--- config.mk ---
export PLATFORM = sky130hd
export DESIGN_NAME = eyelid_blink_sequencer_core
export DESIGN_NICKNAME = d
export VERILOG_FILES = /design/src/rtl/ebs_pkg.sv /design/src/rtl/ebs_front.sv /design/src/rtl/ebs_queue.sv /design/src/rtl/ebs_back.sv /design/src/rtl/eyelid_blink_sequencer_core.sv
export SDC_FILE = /design/constraint.sdc
export NUM_CORES = 1
export LEC_CHECK = 0
export BUFFER_PORTS_ARGS = -buffer_cell sky130_fd_sc_hd__buf_2
export CAP_MARGIN = 15
export CORE_MARGIN = 5
export CORE_UTILIZATION = 40
export DETAILED_ROUTE_END_ITERATION = 8
export PLACE_DENSITY = 0.66
export SKIP_CTS_REPAIR_TIMING = 1
export SLEW_MARGIN = 20
export SYNTH_ARGS = -nofsm -noshare
export SYNTH_HDL_FRONTEND = slang
export SYNTH_SLANG_ARGS = --single-unit
export TNS_END_PERCENT = 20
--- constraint.sdc ---
create_clock -name clk -period 10.4 [get_ports clk]
set_clock_uncertainty 0.1 [all_clocks]
set_input_delay 0.52 -clock clk [delete_from_list [all_inputs] [get_ports clk]]
set_output_delay 0.52 -clock clk [all_outputs]
set_load 0.01 [all_outputs]
--- src/rtl/ebs_pkg.sv ---
// Package for the eyelid blink sequencer.
// Holds phase, op and progress-kind codes, register indexes and the job word type.
// No dependencies.
package ebs_pkg;

	localparam int TIME_W      = 32;
	localparam int DUR_W       = 16;
	localparam int PROG_W      = 17;
	localparam int CFG_INDEX_W = 8;
	localparam int QUEUE_DEPTH = 2;

	localparam logic [PROG_W-1:0] Q16_ONE = PROG_W'(65536);

	localparam logic [CFG_INDEX_W-1:0] REG_CLOSING_TIME = CFG_INDEX_W'(0);
	localparam logic [CFG_INDEX_W-1:0] REG_CLOSED_TIME  = CFG_INDEX_W'(1);
	localparam logic [CFG_INDEX_W-1:0] REG_OPENING_TIME = CFG_INDEX_W'(2);
	localparam logic [CFG_INDEX_W-1:0] REG_MINIMUM_GAP  = CFG_INDEX_W'(3);

	localparam logic [DUR_W-1:0] CLOSING_TIME_RST = DUR_W'(80);
	localparam logic [DUR_W-1:0] CLOSED_TIME_RST  = DUR_W'(60);
	localparam logic [DUR_W-1:0] OPENING_TIME_RST = DUR_W'(120);
	localparam logic [DUR_W-1:0] MINIMUM_GAP_RST  = DUR_W'(1000);

	typedef enum logic [1:0] {
		PH_IDLE    = 2'd0,
		PH_CLOSING = 2'd1,
		PH_CLOSED  = 2'd2,
		PH_OPENING = 2'd3
	} phase_t;

	typedef enum logic [1:0] {
		OP_TICK       = 2'd0,
		OP_TRIGGER    = 2'd1,
		OP_SOFT_RESET = 2'd2
	} op_t;

	typedef enum logic [1:0] {
		PK_ZERO = 2'd0,
		PK_FULL = 2'd1,
		PK_DIV  = 2'd2
	} prog_kind_t;

	typedef enum logic [1:0] {
		BK_IDLE = 2'd0,
		BK_DIV  = 2'd1,
		BK_DONE = 2'd2
	} back_state_t;

	typedef struct packed {
		phase_t             phase;
		logic               started;
		prog_kind_t         kind;
		logic [DUR_W-1:0]   num;
		logic [DUR_W-1:0]   den;
	} ebs_job_t;

endpackage

--- src/rtl/ebs_front.sv ---
// Front end of the eyelid blink sequencer: configuration registers and phase state.
// Accepts words, steps the phase machine and pushes one progress job per word.
// Depends on ebs_pkg.
module ebs_front (
	input  logic                              clk,
	input  logic                              arst_n,
	input  logic                              cfg_valid,
	input  logic [ebs_pkg::CFG_INDEX_W-1:0]   cfg_index,
	input  logic [ebs_pkg::DUR_W-1:0]         cfg_data,
	input  logic                              s_tvalid,
	output logic                              s_tready,
	input  logic [2*ebs_pkg::TIME_W-1:0]      s_tdata,
	input  logic [1:0]                        s_tuser,
	input  logic                              q_full,
	output logic                              q_push,
	output ebs_pkg::ebs_job_t                 q_job
);

	logic [ebs_pkg::DUR_W-1:0]  closing_time_q, closed_time_q, opening_time_q, minimum_gap_q;
	ebs_pkg::phase_t            phase_q, phase_n;
	logic [ebs_pkg::TIME_W-1:0] entry_q, entry_n, last_end_q, last_end_n;
	logic                       armed_q, armed_n;
	logic [ebs_pkg::TIME_W-1:0] now_time, auto_interval, elapsed, since_end, elapsed_new;
	logic [ebs_pkg::DUR_W-1:0]  den;
	logic                       entered, accept;

	assign now_time      = s_tdata[ebs_pkg::TIME_W-1:0];
	assign auto_interval = s_tdata[2*ebs_pkg::TIME_W-1:ebs_pkg::TIME_W];
	assign s_tready      = !q_full;
	assign accept        = s_tvalid && s_tready;
	assign elapsed       = now_time - entry_q;
	assign since_end     = now_time - last_end_q;

	always_ff @(posedge clk or negedge arst_n) begin
		if (!arst_n) begin
			closing_time_q <= ebs_pkg::CLOSING_TIME_RST;
			closed_time_q  <= ebs_pkg::CLOSED_TIME_RST;
			opening_time_q <= ebs_pkg::OPENING_TIME_RST;
			minimum_gap_q  <= ebs_pkg::MINIMUM_GAP_RST;
		end else if (cfg_valid) begin
			unique case (cfg_index)
				ebs_pkg::REG_CLOSING_TIME: closing_time_q <= cfg_data;
				ebs_pkg::REG_CLOSED_TIME:  closed_time_q  <= cfg_data;
				ebs_pkg::REG_OPENING_TIME: opening_time_q <= cfg_data;
				ebs_pkg::REG_MINIMUM_GAP:  minimum_gap_q  <= cfg_data;
				default: ;
			endcase
		end
	end

	always_comb begin
		phase_n    = phase_q;
		last_end_n = last_end_q;
		armed_n    = armed_q;
		entered    = 1'b0;
		entry_n    = entry_q;
		case (s_tuser)
			ebs_pkg::OP_TICK: begin
				unique case (phase_q)
					ebs_pkg::PH_IDLE: begin
						if (!armed_q) begin
							armed_n    = 1'b1;
							last_end_n = now_time;
						end else if (since_end >= {16'd0, minimum_gap_q} &&
						             since_end >= auto_interval) begin
							phase_n = ebs_pkg::PH_CLOSING;
							entered = 1'b1;
						end
					end
					ebs_pkg::PH_CLOSING: begin
						if (elapsed >= {16'd0, closing_time_q}) begin
							phase_n = ebs_pkg::PH_CLOSED;
							entered = 1'b1;
						end
					end
					ebs_pkg::PH_CLOSED: begin
						if (elapsed >= {16'd0, closed_time_q}) begin
							phase_n = ebs_pkg::PH_OPENING;
							entered = 1'b1;
						end
					end
					ebs_pkg::PH_OPENING: begin
						if (elapsed >= {16'd0, opening_time_q}) begin
							phase_n    = ebs_pkg::PH_IDLE;
							last_end_n = now_time;
						end
					end
				endcase
			end
			ebs_pkg::OP_TRIGGER: begin
				if (phase_q == ebs_pkg::PH_IDLE) begin
					phase_n = ebs_pkg::PH_CLOSING;
					entered = 1'b1;
				end
			end
			ebs_pkg::OP_SOFT_RESET: begin
				phase_n    = ebs_pkg::PH_IDLE;
				last_end_n = '0;
				armed_n    = 1'b0;
				entry_n    = '0;
			end
			default: ;
		endcase
		if (entered) begin
			entry_n = now_time;
		end
	end

	always_ff @(posedge clk or negedge arst_n) begin
		if (!arst_n) begin
			phase_q    <= ebs_pkg::PH_IDLE;
			entry_q    <= '0;
			last_end_q <= '0;
			armed_q    <= 1'b0;
		end else if (accept) begin
			phase_q    <= phase_n;
			entry_q    <= entry_n;
			last_end_q <= last_end_n;
			armed_q    <= armed_n;
		end
	end

	assign elapsed_new = now_time - entry_n;
	assign den = (phase_n == ebs_pkg::PH_CLOSING) ? closing_time_q : opening_time_q;

	always_comb begin
		q_job.phase   = phase_n;
		q_job.started = (phase_q == ebs_pkg::PH_IDLE) && (phase_n == ebs_pkg::PH_CLOSING);
		q_job.num     = elapsed_new[ebs_pkg::DUR_W-1:0];
		q_job.den     = den;
		if (phase_n == ebs_pkg::PH_IDLE || phase_n == ebs_pkg::PH_CLOSED) begin
			q_job.kind = ebs_pkg::PK_ZERO;
		end else if (elapsed_new >= {16'd0, den}) begin
			q_job.kind = ebs_pkg::PK_FULL;
		end else begin
			q_job.kind = ebs_pkg::PK_DIV;
		end
	end

	assign q_push = accept;

endmodule

--- src/rtl/ebs_queue.sv ---
// Job queue between front and back end of the eyelid blink sequencer.
// Small register FIFO of ebs_job_t words. Depends on ebs_pkg.
module ebs_queue #(
	parameter int DEPTH = ebs_pkg::QUEUE_DEPTH
) (
	input  logic              clk,
	input  logic              arst_n,
	input  logic              push,
	input  ebs_pkg::ebs_job_t push_job,
	output logic              full,
	input  logic              pop,
	output logic              valid,
	output ebs_pkg::ebs_job_t pop_job
);

	localparam int PTR_W = (DEPTH > 1) ? $clog2(DEPTH) : 1;
	localparam int CNT_W = $clog2(DEPTH + 1);

	ebs_pkg::ebs_job_t mem_q [DEPTH];
	logic [PTR_W-1:0]  wr_ptr_q, rd_ptr_q;
	logic [CNT_W-1:0]  count_q;
	logic              do_push, do_pop;

	assign full    = (count_q == CNT_W'(DEPTH));
	assign valid   = (count_q != '0);
	assign do_push = push && !full;
	assign do_pop  = pop && valid;
	assign pop_job = mem_q[rd_ptr_q];

	always_ff @(posedge clk) begin
		if (do_push) begin
			mem_q[wr_ptr_q] <= push_job;
		end
	end

	always_ff @(posedge clk or negedge arst_n) begin
		if (!arst_n) begin
			wr_ptr_q <= '0;
			rd_ptr_q <= '0;
			count_q  <= '0;
		end else begin
			if (do_push) begin
				wr_ptr_q <= (wr_ptr_q == PTR_W'(DEPTH - 1)) ? '0 : wr_ptr_q + 1'b1;
			end
			if (do_pop) begin
				rd_ptr_q <= (rd_ptr_q == PTR_W'(DEPTH - 1)) ? '0 : rd_ptr_q + 1'b1;
			end
			if (do_push && !do_pop) begin
				count_q <= count_q + 1'b1;
			end else if (do_pop && !do_push) begin
				count_q <= count_q - 1'b1;
			end
		end
	end

endmodule

--- src/rtl/ebs_back.sv ---
// Back end of the eyelid blink sequencer: bit-serial Q16 progress divider
// and the output register of the result stream. Depends on ebs_pkg.
module ebs_back (
	input  logic                  clk,
	input  logic                  arst_n,
	input  logic                  q_valid,
	input  ebs_pkg::ebs_job_t     q_job,
	output logic                  q_pop,
	output logic                  m_tvalid,
	input  logic                  m_tready,
	output logic [23:0]           m_tdata
);

	localparam int DW = ebs_pkg::DUR_W;
	localparam int CNT_W = $clog2(DW);

	ebs_pkg::back_state_t     state_q, state_n;
	logic [DW-1:0]            rem_q, quot_q, den_q, rem_nxt;
	logic [DW:0]              rem2;
	logic                     ge;
	logic [CNT_W-1:0]         cnt_q;
	ebs_pkg::phase_t          phase_q, out_phase_q;
	logic                     started_q, out_started_q, out_valid_q;
	logic [ebs_pkg::PROG_W-1:0] prog_q, out_prog_q;
	logic                     load_out;

	assign rem2    = {rem_q, 1'b0};
	assign ge      = rem2 >= {1'b0, den_q};
	assign rem_nxt = ge ? DW'(rem2 - {1'b0, den_q}) : rem2[DW-1:0];

	always_comb begin
		state_n = state_q;
		unique case (state_q)
			ebs_pkg::BK_IDLE: begin
				if (q_valid) begin
					state_n = (q_job.kind == ebs_pkg::PK_DIV) ? ebs_pkg::BK_DIV : ebs_pkg::BK_DONE;
				end
			end
			ebs_pkg::BK_DIV: begin
				if (cnt_q == '0) begin
					state_n = ebs_pkg::BK_DONE;
				end
			end
			ebs_pkg::BK_DONE: begin
				if (!out_valid_q || m_tready) begin
					state_n = ebs_pkg::BK_IDLE;
				end
			end
			default: state_n = ebs_pkg::BK_IDLE;
		endcase
	end

	always_comb begin
		q_pop    = (state_q == ebs_pkg::BK_IDLE) && q_valid;
		load_out = (state_q == ebs_pkg::BK_DONE) && (!out_valid_q || m_tready);
	end

	always_ff @(posedge clk or negedge arst_n) begin
		if (!arst_n) begin
			state_q     <= ebs_pkg::BK_IDLE;
			out_valid_q <= 1'b0;
		end else begin
			state_q <= state_n;
			if (load_out) begin
				out_valid_q <= 1'b1;
			end else if (m_tready) begin
				out_valid_q <= 1'b0;
			end
		end
	end

	always_ff @(posedge clk) begin
		unique case (state_q)
			ebs_pkg::BK_IDLE: begin
				phase_q   <= q_job.phase;
				started_q <= q_job.started;
				den_q     <= q_job.den;
				rem_q     <= q_job.num;
				quot_q    <= '0;
				cnt_q     <= CNT_W'(DW - 1);
				prog_q    <= (q_job.kind == ebs_pkg::PK_FULL) ? ebs_pkg::Q16_ONE : '0;
			end
			ebs_pkg::BK_DIV: begin
				rem_q  <= rem_nxt;
				quot_q <= {quot_q[DW-2:0], ge};
				cnt_q  <= cnt_q - 1'b1;
				if (cnt_q == '0) begin
					prog_q <= {1'b0, quot_q[DW-2:0], ge};
				end
			end
			default: ;
		endcase
		if (load_out) begin
			out_phase_q   <= phase_q;
			out_prog_q    <= prog_q;
			out_started_q <= started_q;
		end
	end

	assign m_tvalid = out_valid_q;
	assign m_tdata  = {4'd0, out_started_q, out_prog_q, out_phase_q};

endmodule

--- src/rtl/eyelid_blink_sequencer_core.sv ---
// Top level of the eyelid blink sequencer.
// Instantiates ebs_front, ebs_queue and ebs_back; depends on ebs_pkg.
//
// Each input word (tick, trigger or soft reset with a millisecond timestamp) steps
// the blink phase machine in the front end in the cycle it is accepted and yields
// exactly one result word: the phase after the step, the Q16 closing or opening
// progress at that timestamp, and a flag for a blink that just started. The front
// end takes one word per cycle while the job queue has room. In the back end a
// result whose progress needs a quotient passes BK_IDLE, the bit-serial divider
// BK_DIV and BK_DONE; other results skip BK_DIV. Jobs are taken one at a time,
// so the divider sets the sustained rate. Configuration writes are always accepted
// and take effect on the next word; write them while no word is in flight.
module eyelid_blink_sequencer_core #(
	parameter int QUEUE_DEPTH = ebs_pkg::QUEUE_DEPTH
) (
	input  logic                            clk,
	input  logic                            arst_n,
	input  logic                            cfg_valid,
	output logic                            cfg_ready,
	input  logic [ebs_pkg::CFG_INDEX_W-1:0] cfg_index,
	input  logic [ebs_pkg::DUR_W-1:0]       cfg_data,
	input  logic                            s_tvalid,
	output logic                            s_tready,
	input  logic [63:0]                     s_tdata,  // now_time[31:0], auto_interval[63:32]
	input  logic [1:0]                      s_tuser,  // op[1:0]
	output logic                            m_tvalid,
	input  logic                            m_tready,
	output logic [23:0]                     m_tdata   // phase[1:0], progress_q16[18:2],
	                                                  // blink_started[19], zero[23:20]
);

	ebs_pkg::ebs_job_t push_job, pop_job;
	logic              q_push, q_full, q_pop, q_valid;

	assign cfg_ready = 1'b1;

	ebs_front u_front (
		.clk       (clk),
		.arst_n    (arst_n),
		.cfg_valid (cfg_valid),
		.cfg_index (cfg_index),
		.cfg_data  (cfg_data),
		.s_tvalid  (s_tvalid),
		.s_tready  (s_tready),
		.s_tdata   (s_tdata),
		.s_tuser   (s_tuser),
		.q_full    (q_full),
		.q_push    (q_push),
		.q_job     (push_job)
	);

	ebs_queue #(
		.DEPTH (QUEUE_DEPTH)
	) u_queue (
		.clk      (clk),
		.arst_n   (arst_n),
		.push     (q_push),
		.push_job (push_job),
		.full     (q_full),
		.pop      (q_pop),
		.valid    (q_valid),
		.pop_job  (pop_job)
	);

	ebs_back u_back (
		.clk      (clk),
		.arst_n   (arst_n),
		.q_valid  (q_valid),
		.q_job    (pop_job),
		.q_pop    (q_pop),
		.m_tvalid (m_tvalid),
		.m_tready (m_tready),
		.m_tdata  (m_tdata)
	);

	a_prog_range: assert property (@(posedge clk) disable iff (!arst_n)
		m_tvalid |-> m_tdata[18:2] <= ebs_pkg::Q16_ONE)
		else $error("progress above 1.0");

	a_prog_zero: assert property (@(posedge clk) disable iff (!arst_n)
		m_tvalid && (m_tdata[1:0] == ebs_pkg::PH_IDLE || m_tdata[1:0] == ebs_pkg::PH_CLOSED)
		|-> m_tdata[18:2] == '0)
		else $error("progress nonzero in idle or closed");

	a_start_closing: assert property (@(posedge clk) disable iff (!arst_n)
		m_tvalid && m_tdata[19] |-> m_tdata[1:0] == ebs_pkg::PH_CLOSING)
		else $error("blink start outside closing");

	a_push_room: assert property (@(posedge clk) disable iff (!arst_n)
		q_push |-> !q_full)
		else $error("job pushed into full queue");

endmodule
* Word-level counts from Yosys, hierarchy flattened *
Memory sizes are Yosys's and may differ from the RTL's.
Cells that the tools add are included.

storage, ports and cells
  input bits = 95
  ROM bits = 0
  bits in writable memories = 74
  register bits = 229
  memories kept = 1
  output and inout bits = 27
  latch bits = 0
  logic and storage cells = 142

memories
  name           words  width  rd ports  clocked after Yosys merged registers in  write ports  line             RTL
  u_queue.mem_q  2      37     1         0                                        1            ebs_queue.sv:19  ebs_pkg::ebs_job_t mem_q [DEPTH];

cells by class
  add/subtract/negate cells = 9
  eq/ne operators = 22
  shift operators = 0
  div/mod/pow operators = 0
  reductions and logical operators = 34
  bitwise logic cells = 0
  magnitude comparators = 7
  multiply operators = 0
  muxes and demuxes = 46

operators with widths
  cell                                           number
  greater-or-equal comparator 32 x 16 -> 1 bit   5
  2-to-1 mux 32 bit                              4
  case mux 32 bit (2 select lines)               2
  subtractor 32 bit                              3
  2-to-1 mux 17 bit                              2
  case mux 17 bit (2 select lines)               1
  greater-or-equal comparator 32 bit             1
  2-to-1 mux 16 bit                              2
  case mux 16 bit (2 select lines)               1
  case mux 15 bit (2 select lines)               1
  2-to-1 mux 2 bit                               14
  greater-or-equal comparator 17 x 16 -> 1 bit   1
  == test 8 x 2 -> 1 bit, second input constant  2
  subtractor 16 bit                              1
  == test 2 bit, second input constant           7
  2-to-1 mux 1 bit                               12
  case mux 2 bit (3 select lines)                2
  == test 2 x 1 -> 1 bit, second input constant  5
  AND reduction 2 bit                            5
  nonzero test 2 bit                             5
  logical AND 1 bit                              9
  == test 8 x 1 -> 1 bit, second input constant  1
  zero test 2 bit                                4
  zero test 8 bit                                1
  other kinds (17)                               27

* Logic depth before layout (Yosys ltp) *
  depth in word-level cells = 12
  depth in mapped cells = 45
  gate-level depth less buffers = 43

* Hierarchy *
A second synthesis with hierarchy kept.

second synthesis, totals
  cells, all modules = 2226
  area, all modules = 21473.1 µm²

by module, submodules not included
  module                       seq. area each (µm²)  cells an instance  area an instance (µm²)  instances
  ebs_front                    3298.2                1718               13929.6                 1
  ebs_back                     2807.7                372                4579.4                  1
  ebs_queue                    2322.2                134                2952.8                  1
  eyelid_blink_sequencer_core  0.0                   2                  11.3                    1

* Least setup slack after synthesis *
OpenSTA, ideal clock, no wires.

  kind = in2reg
  start = in s_tdata[0]
  end = mem u_queue.mem_q[0][32] (netlist name) (data pin)
  setup slack = 1442 ps
  setup time = 281 ps
  required time = 10019 ps
  arrival time = 8578 ps
  path buffers = 2
  stages = 43
  cell sequence = inv_1 -> ha_1 -> inv_1 -> fa_1 -> a211o_1 -> a21oi_1 -> nor2_1 -> nor2_1 -> o21bai_1 -> a21oi_1 -> xnor2_1 -> ha_1 -> a221o_1 -> a31oi_1 -> o21ai_1 -> a21oi_1 -> nand2_1 -> mux2_4 -> [7 not listed] -> nand2_1 -> ha_1 -> or4_1 -> o21a_1 -> a31oi_1 -> o21bai_1 -> a21oi_1 -> xnor2_1 -> ha_1 -> a21oi_1 -> nor2b_1 -> o21ai_0 -> o211ai_1 -> or4_1 -> nor4_1 -> nand4_1 -> nor4b_1 -> a31oi_1

RTL lines
  element          line                               RTL
  start, declared  eyelid_blink_sequencer_core.sv:24  input logic [63:0] s_tdata,
  end, declared    ebs_queue.sv:19

==> impl_metrics.ini <==
[synthesis]
synth_edf_count = 165
avgSynthCellArea_sq_um = 9.77
synth_top_flop_cell = edfxtp_1
postSynthCellCount = 2159
ys_warn_count = 0
ys_seq_area_share_pct = 39.9
netlist_area_sq_um = 21100
synth.distinct_cells = 82
synth_seq_cells = 303
postSynth.asyncResetShare_pct = 45.5

[global_route]
antenna_found_initial = 1
grt_pass1_vias = 16800
overflow = 0
grt.total_usage_pct = 19.5
grt_pass1_wl_mm = 90.2
grt_max_degree = 90

[place]
dp_hpwl_mm = 43.9
io_buffers = 116
pre_cts_slack_ns = -0.00427
dp_cells = 2916
routabilityCongestion = 0.978

[critical_path]
ff2ff_path_depth = 39
crit_end = u_queue.mem_q[0][32]
worstPathArrival_ns = 9.99
timing.rr.end = u_queue.mem_q[0][32]
cpMaxStageDelayCell = or4_1
path_delay_family = compound AO/OA/AOI/OAI gates
cp.depth = 39
crit_path_max_fanout = 8
path_buf_inv = 1
criticalPathCategory = reg -> reg
worst-endpoint-required_ns = 10.55
max_stage_delay_ns = 0.56
cp-start-kind = register
endpoint_kind = register
r2r_slack_ns = 0.56
crit_start = u_front.last_end_q[0]
reg2reg_from = u_front.last_end_q[0]

[cts]
worstSkewPairLatency_ns = 0.55
cts-root-buf = clkbuf_16
clk_transition_reported_paths_ns = 0.06
cts_buffers = 37
cts_sinks = 303
h-tree-depth = 2
clockBufferDepth = 3
tritoncts = built

[final_layout]
drive_above_1_share_pct = 15.0
finalNetCount = 2590
syn_to_final_growth_pct = 12.2
final_cell_mix = ha_1 (223), inv_1 (221), nand2_1 (207)
fill_cells = 4908
diodes = 0
final_cells = 2985
final_common_cell = ha_1
post-route-util_pct = 45.1

[floorplan]
ioPinCount = 122
dieArea_sq_um = 57400
rows = 84
die_x_um = 240
die_height_um = 240
start_util_pct = 40.2
coreArea_sq_um = 52400

[timing]
rsz0062_at_grt = no
tightestPinTransition_ns = 1.04
setup_ws_ns = 0.564
final.period_utilization_pct = 94.6
slew_headroom_pct = 30.2
holdWs_ns = -0.0607
fmax_mhz = 102
drv_slew = 0
finalCriticalPeriod_ns = 9.84
hold_viol_final = 37
setup_violations = 0

[power_and_ir_drop]
vdd_ir_drop_max_mv = 0.142
power.density_nw_per_um2 = 321
p_leak_nw = 10.3

[outcome]
failed_checks = hold timing
status = complete, but fails checks

[routing]
via_count = 16400
drt_first_iter_violations = 746
antenna_left = 0
vias_per_cell = 5.50
wl_mm = 56.4
drc_errors = 0
first_pass_iters = 7
avgRoutedWirePerCell_um = 18.9

[run]
max-cap-violations = 0

[worst_hold_path]
hp-class = in -> async
## kinds of logic after synthesis
group | count (synthesis) | synth area share, %
AOI/OAI and AO/OA | 567 | 17.5
xor gates and xnor gates | 80 | 3.32
adders and majority gates | 227 | 13.6
buffers and inverters | 296 | 5.71
DFF | 303 | 39.9
muxes | 153 | 7.87
other | 2 | 0.0356
and+or+nand+nor | 531 | 12.0
## Yosys cell counts, drive strengths merged (33+ instances only)
| master | instances | area [sq um] |
|---|---|---|
| nor2 | 101 | 382 |
| a21oi | 152 | 772 |
| o21ai | 132 | 668 |
| nor3 | 42 | 215 |
| ha | 223 | 2790 |
| edfxtp | 165 | 4950 |
| inv | 221 | 830 |
| clkbuf | 42 | 158 |
| dfrtp | 122 | 3050 |
| mux2 | 100 | 1130 |
| a22o | 33 | 289 |
| mux2i | 53 | 531 |
| xnor2 | 52 | 455 |
| a21o | 48 | 360 |
| nand2 | 208 | 781 |
| buf | 33 | 218 |
## registers in the layout (all words and copies together), names as in the netlist, 2 cells and up
register	flops
u_queue.mem_q	74
u_back.cnt_q	4
u_front.closed_time_q	16
u_back.phase_q	2
u_back.out_prog_q	17
u_back.prog_q	17
u_queue.count_q	2
u_front.closing_time_q	16
u_front.phase_q	2
u_front.minimum_gap_q	16
u_back.den_q	16
u_back.quot_q	15
u_back.state_q	2
u_front.entry_q	32
u_front.opening_time_q	16
u_back.rem_q	16
u_front.last_end_q	32
u_back.out_phase_q	2
## power by group
part | switching (mW) | leakage, nW | total (mW) | internal (mW)
clock network | 0.516 | 0.598 | 1.29 | 0.778
registers | 0.228 | 3.31 | 2.06 | 1.83
logic | 2.50 | 6.44 | 4.24 | 1.75
## per-stage QoR
stage	hold slack (ns)	TNS [ns]	power, mW	cell area, sq um
finish	-0.0607	0	7.60	23700
global route	0.0112	0	8.25	23700
CTS	-0.0161	0	7.62	23600
detailed placement	0.305	-0.00851	6.28	22400
global placement	0.302	0	6.15	22400
floorplan	0.124	0	5.12	21100
## area by class of cell
class	instances	area [sq um]	share of cell area (%)
Clock buffer	58	1140	4.80
Clock inverter	10	86.3	0.365
Inverter	221	830	3.50
Multi-Input combinational cell	1563	11500	48.7
Sequential cell	303	8430	35.6
Tap cell	688	861	3.64
Timing Repair Buffer	142	795	3.36
## worst min-delay path by stage
stage / to / slack [ns] / cells past startpoint
finish: u_front.last_end_q[3] / -0.06 / 1
global route: u_front.minimum_gap_q[12] / 0.01 / 1
CTS: u_front.minimum_gap_q[12] / -0.02 / 1
detailed placement: u_back.out_prog_q[12] / 0.30 / 0
global placement: u_back.out_prog_q[15] / 0.30 / 0
floorplan: u_back.m_tvalid / 0.12 / 0
## metal layers
metal  track usage (%)  vias to the layer above  part of all wire (%)
met5                 0                        -                     0
met4              5.76                        0                   2.8
met3              2.99                       92                   4.4
met2              34.3                      366                    49
met1              25.0                     7921                    44
li1                  -                     8039                     -
Note: power is estimated with default switching activity, not from simulation.
